**src/rc5irtx_pkg.sv**
```systemverilog
`timescale 1ns / 1ps

package rc5irtx_pkg;

    // default width of the carrier tick counter
    localparam int TICK_COUNT_WIDTH = 16;

    // configuration register widths and reset values
    localparam int CFG_DATA_WIDTH = 16;
    localparam int CFG_IDX_WIDTH  = 2;
    localparam logic [7:0]  SENDER_MODE_RST   = 8'd0;
    localparam logic [7:0]  ACTIVE_HALF_RST   = 8'd32;
    localparam logic [7:0]  INACTIVE_HALF_RST = 8'd32;
    localparam logic [15:0] GAP_TICKS_RST     = 16'd3200;

    // frame layout
    localparam int FRAME_BITS = 14;
    localparam logic [1:0] START_BITS = 2'b11;
    localparam logic [3:0] LAST_BIT_POS = 4'd13;

    // input item kinds
    localparam logic OP_TICK    = 1'b0;
    localparam logic OP_REQUEST = 1'b1;

    // configuration register indexes
    typedef enum logic [CFG_IDX_WIDTH-1:0] {
        CFG_SENDER_MODE   = 2'd0,
        CFG_ACTIVE_HALF   = 2'd1,
        CFG_INACTIVE_HALF = 2'd2,
        CFG_GAP_TICKS     = 2'd3
    } t_cfg_idx;

    // segment phase of the transmitter
    typedef enum logic [2:0] {
        PH_BIT   = 3'b001,
        PH_TRAIL = 3'b010,
        PH_GAP   = 3'b100
    } t_phase;

    // result item flags
    typedef struct packed {
        logic request_dropped;
        logic sequence_done;
        logic busy_res;
        logic carrier_on;
    } t_result;

endpackage

```
**src/rc5irtx_skid.sv**
```systemverilog
`timescale 1ns / 1ps

module rc5irtx_skid (
    input  logic                 i_clk,
    input  logic                 i_rst_n,
    input  logic                 i_valid,
    output logic                 o_ready,
    input  rc5irtx_pkg::t_result i_data,
    output logic                 o_valid,
    input  logic                 i_ready,
    output rc5irtx_pkg::t_result o_data
);

    logic                 r_main_valid;
    logic                 r_skid_valid;
    rc5irtx_pkg::t_result r_main;
    rc5irtx_pkg::t_result r_skid;
    logic                 w_accept;

    // ready comes straight from a register
    assign o_ready  = !r_skid_valid;
    assign w_accept = i_valid && !r_skid_valid;
    assign o_valid  = r_main_valid;
    assign o_data   = r_main;

    // control flags
    always_ff @(posedge i_clk) begin
        if (!i_rst_n) begin
            r_main_valid <= 1'b0;
            r_skid_valid <= 1'b0;
        end else if (!r_main_valid || i_ready) begin
            if (r_skid_valid) begin
                r_main_valid <= 1'b1;
                r_skid_valid <= 1'b0;
            end else begin
                r_main_valid <= w_accept;
            end
        end else if (w_accept) begin
            r_skid_valid <= 1'b1;
        end
    end

    // payload, no reset
    always_ff @(posedge i_clk) begin
        if (!r_main_valid || i_ready) begin
            r_main <= r_skid_valid ? r_skid : i_data;
        end else if (w_accept) begin
            r_skid <= i_data;
        end
    end

endmodule

```
**src/rc5_ir_frame_transmitter.sv**
```systemverilog
`timescale 1ns / 1ps

// output: each result item is registered in the output buffer before it is offered
// throughput: one item per cycle when not stalled by a full output buffer;
//   single-pass step logic feeds a two-entry buffer whose ready is registered
// reset: synchronous active-low i_rst_n clears the state, loads register
//   defaults and empties the output buffer; no clearing pass

module rc5_ir_frame_transmitter #(
    parameter int TICK_COUNT_WIDTH = rc5irtx_pkg::TICK_COUNT_WIDTH
) (
    input  logic        i_clk,
    input  logic        i_rst_n,
    // configuration write port
    input  logic        i_cfg_we,
    input  logic [rc5irtx_pkg::CFG_IDX_WIDTH-1:0]  i_cfg_idx,
    input  logic [rc5irtx_pkg::CFG_DATA_WIDTH-1:0] i_cfg_data,
    // input items
    input  logic        s_axis_tvalid,
    output logic        s_axis_tready,
    input  logic [31:0] s_axis_tdata,  // address[4:0], command[10:5],
                                       // required_mode[18:11], repeat_count[26:19]
    input  logic [0:0]  s_axis_tuser,  // opcode[0]
    // result items
    output logic        m_axis_tvalid,
    input  logic        m_axis_tready,
    output logic [7:0]  m_axis_tdata   // carrier_on[0], busy_res[1],
                                       // sequence_done[2], request_dropped[3]
);

    localparam int CW = (TICK_COUNT_WIDTH > 16) ? TICK_COUNT_WIDTH : 16;
    typedef logic [CW-1:0] t_cmp;
    typedef logic [TICK_COUNT_WIDTH-1:0] t_tick;
    localparam t_tick TICK_MAX = '1;

    // configuration registers
    logic [7:0]  r_sender_mode;
    logic [7:0]  r_active_half;
    logic [7:0]  r_inactive_half;
    logic [15:0] r_gap_ticks;

    // transmitter state
    logic                  r_sending,      n_sending;
    logic [13:0]           r_frame_word,   n_frame_word;
    logic [3:0]            r_bit_pos,      n_bit_pos;
    logic                  r_second_half,  n_second_half;
    rc5irtx_pkg::t_phase   r_phase,        n_phase;
    t_tick                 r_tick_count,   n_tick_count;
    logic [7:0]            r_repeats_left, n_repeats_left;
    logic                  r_toggle,       n_toggle;
    rc5irtx_pkg::t_result  n_result;

    logic        w_accept;
    logic        w_op;
    logic [4:0]  w_addr;
    logic [5:0]  w_cmd;
    logic [7:0]  w_req_mode;
    logic [7:0]  w_reps;
    logic [3:0]  w_bit_idx;
    logic        w_bit;
    logic        w_carrier;
    t_cmp        w_len;
    t_tick       w_tick_inc;
    logic        w_seg_end;
    logic [7:0]  w_reps_dec;

    assign w_accept   = s_axis_tvalid && s_axis_tready;
    assign w_op       = s_axis_tuser[0];
    assign w_addr     = s_axis_tdata[4:0];
    assign w_cmd      = s_axis_tdata[10:5];
    assign w_req_mode = s_axis_tdata[18:11];
    assign w_reps     = s_axis_tdata[26:19];

    // configuration writes
    always_ff @(posedge i_clk) begin
        if (!i_rst_n) begin
            r_sender_mode   <= rc5irtx_pkg::SENDER_MODE_RST;
            r_active_half   <= rc5irtx_pkg::ACTIVE_HALF_RST;
            r_inactive_half <= rc5irtx_pkg::INACTIVE_HALF_RST;
            r_gap_ticks     <= rc5irtx_pkg::GAP_TICKS_RST;
        end else if (i_cfg_we) begin
            case (rc5irtx_pkg::t_cfg_idx'(i_cfg_idx))
                rc5irtx_pkg::CFG_SENDER_MODE:   r_sender_mode   <= i_cfg_data[7:0];
                rc5irtx_pkg::CFG_ACTIVE_HALF:   r_active_half   <= i_cfg_data[7:0];
                rc5irtx_pkg::CFG_INACTIVE_HALF: r_inactive_half <= i_cfg_data[7:0];
                rc5irtx_pkg::CFG_GAP_TICKS:     r_gap_ticks     <= i_cfg_data[15:0];
                default: ;
            endcase
        end
    end

    // current manchester half and segment length
    assign w_bit_idx = rc5irtx_pkg::LAST_BIT_POS - r_bit_pos;
    assign w_bit     = r_frame_word[w_bit_idx];
    assign w_carrier = r_second_half ? w_bit : !w_bit;

    always_comb begin
        case (r_phase)
            rc5irtx_pkg::PH_BIT:   w_len = w_carrier ? t_cmp'(r_active_half)
                                                     : t_cmp'(r_inactive_half);
            rc5irtx_pkg::PH_GAP:   w_len = t_cmp'(r_gap_ticks);
            rc5irtx_pkg::PH_TRAIL: w_len = t_cmp'(r_inactive_half);
            default:               w_len = t_cmp'(r_inactive_half);
        endcase
    end

    // saturating tick count
    assign w_tick_inc = (r_tick_count != TICK_MAX) ? r_tick_count + 1'b1 : r_tick_count;
    assign w_seg_end  = (t_cmp'(w_tick_inc) >= w_len) || (w_tick_inc == TICK_MAX);
    assign w_reps_dec = r_repeats_left - 8'd1;

    // one item step
    always_comb begin
        n_sending      = r_sending;
        n_frame_word   = r_frame_word;
        n_bit_pos      = r_bit_pos;
        n_second_half  = r_second_half;
        n_phase        = r_phase;
        n_tick_count   = r_tick_count;
        n_repeats_left = r_repeats_left;
        n_toggle       = r_toggle;
        n_result       = '0;

        if (w_op == rc5irtx_pkg::OP_REQUEST) begin
            if (r_sending) begin
                n_result.request_dropped = 1'b1;
            end else begin
                n_toggle = !r_toggle;
                if ((r_sender_mode >= w_req_mode) && (w_reps != 8'd0)) begin
                    n_frame_word   = {rc5irtx_pkg::START_BITS, !r_toggle, w_addr, w_cmd};
                    n_repeats_left = w_reps;
                    n_sending      = 1'b1;
                    n_bit_pos      = '0;
                    n_second_half  = 1'b0;
                    n_phase        = rc5irtx_pkg::PH_BIT;
                    n_tick_count   = '0;
                end
            end
        end else if (r_sending) begin
            if (r_phase == rc5irtx_pkg::PH_BIT) begin
                n_result.carrier_on = w_carrier;
            end
            n_tick_count = w_tick_inc;
            if (w_seg_end) begin
                n_tick_count = '0;
                case (r_phase)
                    rc5irtx_pkg::PH_BIT: begin
                        if (!r_second_half) begin
                            n_second_half = 1'b1;
                        end else begin
                            n_second_half = 1'b0;
                            if (r_bit_pos >= rc5irtx_pkg::LAST_BIT_POS) begin
                                n_phase = rc5irtx_pkg::PH_TRAIL;
                            end else begin
                                n_bit_pos = r_bit_pos + 4'd1;
                            end
                        end
                    end
                    rc5irtx_pkg::PH_GAP: begin
                        n_bit_pos     = '0;
                        n_second_half = 1'b0;
                        n_phase       = rc5irtx_pkg::PH_BIT;
                    end
                    default: begin
                        // trailing idle half ends a frame
                        n_repeats_left = w_reps_dec;
                        if (w_reps_dec == 8'd0) begin
                            n_sending              = 1'b0;
                            n_result.sequence_done = 1'b1;
                            n_phase                = rc5irtx_pkg::PH_BIT;
                        end else if (r_gap_ticks == 16'd0) begin
                            n_bit_pos     = '0;
                            n_second_half = 1'b0;
                            n_phase       = rc5irtx_pkg::PH_BIT;
                        end else begin
                            n_phase = rc5irtx_pkg::PH_GAP;
                        end
                    end
                endcase
            end
        end
        n_result.busy_res = n_sending;
    end

    // state registers
    always_ff @(posedge i_clk) begin
        if (!i_rst_n) begin
            r_sending      <= 1'b0;
            r_frame_word   <= '0;
            r_bit_pos      <= '0;
            r_second_half  <= 1'b0;
            r_phase        <= rc5irtx_pkg::PH_BIT;
            r_tick_count   <= '0;
            r_repeats_left <= '0;
            r_toggle       <= 1'b0;
        end else if (w_accept) begin
            r_sending      <= n_sending;
            r_frame_word   <= n_frame_word;
            r_bit_pos      <= n_bit_pos;
            r_second_half  <= n_second_half;
            r_phase        <= n_phase;
            r_tick_count   <= n_tick_count;
            r_repeats_left <= n_repeats_left;
            r_toggle       <= n_toggle;
        end
    end

    // result buffer
    rc5irtx_pkg::t_result w_out;

    rc5irtx_skid u_skid (
        .i_clk   (i_clk),
        .i_rst_n (i_rst_n),
        .i_valid (s_axis_tvalid),
        .o_ready (s_axis_tready),
        .i_data  (n_result),
        .o_valid (m_axis_tvalid),
        .i_ready (m_axis_tready),
        .o_data  (w_out)
    );

    assign m_axis_tdata = {4'b0000, w_out};

endmodule

```
**config.mk**
```make
export PLATFORM = sky130hd
export DESIGN_NAME = rc5_ir_frame_transmitter
export DESIGN_NICKNAME = d
export VERILOG_FILES = /design/src/rc5irtx_pkg.sv /design/src/rc5irtx_skid.sv /design/src/rc5_ir_frame_transmitter.sv
export SDC_FILE = /design/constraint.sdc
export NUM_CORES = 1
export LEC_CHECK = 0
export BUFFER_PORTS_ARGS = -buffer_cell sky130_fd_sc_hd__buf_2
export CAP_MARGIN = 20
export CORE_MARGIN = 1.5
export CORE_UTILIZATION = 59
export CTS_CLUSTER_SIZE = 10
export DETAILED_ROUTE_END_ITERATION = 7
export PLACE_DENSITY = 0.78
export RECOVER_POWER = 100
export SLEW_MARGIN = 25
export SYNTH_ARGS = -nofsm -noshare
export SYNTH_HDL_FRONTEND = slang
export SYNTH_SLANG_ARGS = --single-unit
```
**constraint.sdc**
```tcl
create_clock -name i_clk -period 5.66 [get_ports i_clk]
set_input_delay 1.132 -clock i_clk [delete_from_list [all_inputs] [get_ports i_clk]]
set_output_delay 1.132 -clock i_clk [all_outputs]
set_load 0.01 [all_outputs]
```
==> results.sh <==
export IMPL_cts_tree="yes"
export IMPL_initial_antenna_violation_count=0
export IMPL_violations_in_the_final_reports="capacitance limit, slew limit"
export IMPL_core_area_sq_um=9280
export IMPL_n_antenna_cell=0
export IMPL_drt_drc_violations_left=0
export IMPL_vdd_ir_drop_worst_uv=146
export IMPL_start_util_pct=61.1
export IMPL_hold_class="flop to flop"
export IMPL_dr_first_iter_drc_count=242
export IMPL_pre_cts_slack_ps=584
export IMPL_grt_first_pass_wirelength_um=21000
export IMPL_worst_skew_pair_late_latency_ps=360
export IMPL_powerDensity_nw_per_um2=207
export IMPL_grt_remaining_overflow=0
export IMPL_cts_num_sinks=97
export IMPL_setup_worst_path_end_class="flop"
export IMPL_tightestPinTransition_ps=3320
export IMPL_setup_viol=0
export IMPL_wirelength_um=12700
export IMPL_largest_net_degree_at_the_start_of_global_routing=95
export IMPL_timing_setup_tns_ps=0
export IMPL_layout_cells_sized_above_1_pct=12.4
export IMPL_antenna_violating_nets_post_route=0
export IMPL_slew_headroom_pct=-122
export IMPL_grt_pass1_vias=4545
export IMPL_post_layout_total_power_uw=1280
export IMPL_required_ps=5910
export IMPL_post_synth_instance_area_sq_um=5670
export IMPL_grt_usage_pct=25.5
export IMPL_number_of_instances_in_the_synthesized_netlist=658
export IMPL_bufs_on_longest_clock_path=2
export IMPL_criticalPathCategory="flop to flop"
export IMPL_reg2reg_slack_ps=470
export IMPL_routed_wire_length_per_instance_um=15.3
export IMPL_htreeDepth=3
export IMPL_timing_rr_start="r_bit_pos[1]$_SDFFE_PN0P_"
export IMPL_synthesis_area_per_instance_sq_um=8.62
export IMPL_cts_hold_buffers_added=0
export IMPL_postSynth_topFlopCell="dfxtp_1"
export IMPL_clkSlewWorstSetupHoldPaths_ps=100
export IMPL_worst_r2r_dst="r_bit_pos[1]$_SDFFE_PN0P_"
export IMPL_status="complete, but fails checks"
export IMPL_max_freq_mhz=193
export IMPL_final_hold_violation_count=0
export IMPL_setup_worst_path_start="r_bit_pos[1]$_SDFFE_PN0P_"
export IMPL_min_path_cells=2
export IMPL_ctsResizeCount=0
export IMPL_floorplan_rows=35
export IMPL_port_buffer_count=56
export IMPL_clock_root_buffer="clkbuf_8"
export IMPL_die_area_sq_um=10200
export IMPL_dr_pass1_iters=5
export IMPL_fillerInstances=823
export IMPL_pin_count=66
export IMPL_final_hold_worst_slack_ps=461
export IMPL_crit_arrival_ps=5440
export IMPL_util_after_layout_pct=66.6
export IMPL_place_detailed_hpwl_um=9130
export IMPL_grt_setup_unrepaired="no"
export IMPL_fp_dieW_um=101
export IMPL_number_of_distinct_library_cells_after_synthesis=70
export IMPL_leakage_uw=0.00252
export IMPL_cp_max_fo=8
export IMPL_timing_clock_skew_ps=13.9
export IMPL_final_period_utilization_pct=91.8
export IMPL_layout_setup_ws_ps=467
export IMPL_vias=4904
export IMPL_synth_edff_count=8
export IMPL_worstSetupStartpointType="flop"
export IMPL_maxSlewViolCount=95
export IMPL_ys_async_rst_share_pct=0
export IMPL_place_congestion=0.876
export IMPL_time_the_final_worst_path_needs_with_i_o_delays_and_setup_ps=5190
export IMPL_min_to="r_repeats_left[6]$_SDFFE_PN0P_"
export IMPL_syn_to_final_growth_pct=9.00
export IMPL_cts_made_buffers=9
export IMPL_die_height_um=101
export IMPL_synth_warnings=0
export IMPL_postSynthRegisterBits=97
export IMPL_cts_setup_buffers=0
export IMPL_hp_start="r_repeats_left[6]$_SDFFE_PN0P_"
export IMPL_r2r_cells=19
export IMPL_final_nets=783
export IMPL_max_capacitance_violation_count=1
export IMPL_detail_route_vias_per_cell=5.91
export IMPL_synth_seq_area_share_pct=35.6
## state kept, by name, summed over array words and instances, names as in the netlist, 3 cells and up
signal           flops
r_frame_word        13
r_tick_count        16
r_sender_mode        8
r_phase              3
r_inactive_half      8
r_repeats_left       8
u_skid.r_skid        4
r_gap_ticks         16
r_active_half        8
r_bit_pos            4
u_skid.o_data        4
## metrics by stage
| step | area (sq um) | std cells |
|---|---|---|
| global placement | 6000 | 814 |
| floorplan | 5690 | 661 |
| detailed placement | 6000 | 814 |
| CTS | 6200 | 830 |
| global route | 6180 | 830 |
| finish | 6180 | 830 |
## layout make-up
cell class                      instances  area [sq um]  area share [%]
Sequential cell                        97          2020            32.7
Tap cell                              129           161            2.61
Inverter                               17          63.8            1.03
Clock buffer                           11           153            2.47
Clock inverter                          5          45.0           0.728
Timing Repair Buffer                   61           304            4.92
Multi-Input combinational cell        510          3440            55.6
## cell usage after synthesis, drive strengths merged, types with 2 or more instances
| cell | number | area share [%] |
|---|---|---|
| a21oi | 32 | 2.9 |
| nor2b | 35 | 3.9 |
| a221oi | 2 | 0.31 |
| nand2b | 10 | 1.1 |
| mux2i | 33 | 5.8 |
| a21o | 8 | 1.1 |
| o21ai | 19 | 1.7 |
| nor4 | 13 | 1.7 |
| a41oi | 2 | 0.31 |
| mux4 | 2 | 0.79 |
| or4 | 2 | 0.26 |
| nand3b | 3 | 0.40 |
| o2111ai | 2 | 0.31 |
| nor2 | 28 | 1.9 |
| o2bb2ai | 6 | 0.93 |
| and4b | 2 | 0.42 |
| xnor2 | 6 | 0.93 |
| dfxtp | 89 | 31 |
| a22o | 23 | 3.6 |
| a211oi | 8 | 1.2 |
| nor4b | 2 | 0.31 |
| o211ai | 3 | 0.40 |
| and2 | 3 | 0.33 |
| buf | 9 | 0.99 |
| a21boi | 25 | 3.3 |
| o31ai | 4 | 0.53 |
| nand4 | 10 | 1.4 |
| xor2 | 6 | 0.93 |
| mux2 | 4 | 0.79 |
| nand3 | 26 | 2.4 |
| or2 | 3 | 0.33 |
| clkbuf | 28 | 1.9 |
| nor3 | 10 | 1.2 |
| inv | 17 | 1.1 |
| nor3b | 5 | 0.84 |
| and3 | 6 | 0.66 |
| edfxtp | 8 | 4.2 |
| ha | 31 | 6.8 |
| o21a | 5 | 0.66 |
| a31oi | 6 | 0.66 |
| nand2 | 106 | 7.0 |
## metal layers
layer  global-route usage [%]  up-vias  part of all wire, %
li1                         -     2438                    -
met1                     35.1     2278                   46
met2                     41.1      166                   47
met3                     3.74       22                  6.0
met4                     8.44        0                  1.5
met5                        0        -                    0
## layout by cell type, fill, tap and decap left out, drive strengths merged, types with 20 or more instances in the layout
master  synthesis  layout
nor2           28      28
a21boi         25      25
mux2i          33      33
a22o           23      23
a21oi          32      32
clkbuf         28      20
nand3          26      26
nand2         106     106
nor2b          35      35
ha             31      31
buf             9      52
dfxtp          89      89
## worst max-delay path by stage
stage                                      to  slack [ps]  depth (start not counted)
2_1_floorplan  r_repeats_left[0]$_SDFFE_PN0P_        1110                         19
3_3_place_gp   r_repeats_left[0]$_SDFFE_PN0P_         650                         19
3_5_place_dp   r_repeats_left[0]$_SDFFE_PN0P_         580                         19
4_1_cts          r_tick_count[1]$_SDFFE_PN0P_         550                         19
5_1_grt             r_bit_pos[0]$_SDFFE_PN0P_         100                         19
6_report            r_bit_pos[1]$_SDFFE_PN0P_         470                         19
## critical path, stage by stage (launching register included)
cell and delay [ps]:
dfxtp_1 540, inv_1 130, ha_1 370, nand2_1 80, o21ai_0 70, a211oi_1 220, a21oi_1 90, xor2_1 200
nor3_1 490, nor2_1 270, a21o_1 250, ha_1 260, nand2b_1 140, a21o_1 170, a21o_1 170, a221oi_1 250
o41ai_1 190, a211oi_1 710, a21oi_1 310, mux2i_1 170
## where the power goes
group / internal (uW) / total (uW) / switching, uW
registers: 705 / 715 / 9.06
clock network: 193 / 451 / 258
logic: 49.2 / 116 / 66.5
## kinds of logic after synthesis
group,Yosys count,share of synthesized area (%)
XOR/XNOR,12,1.85
other,1,0.0661
AND/OR/NAND/NOR,269,24.7
buffers and inverters,54,3.97
multiplexers,39,7.41
AO/OA/AOI/OAI,155,19.5
adder cells (fa/ha/maj),31,6.84
flip-flops,97,35.6
Power figures use the tool's default switching activity.
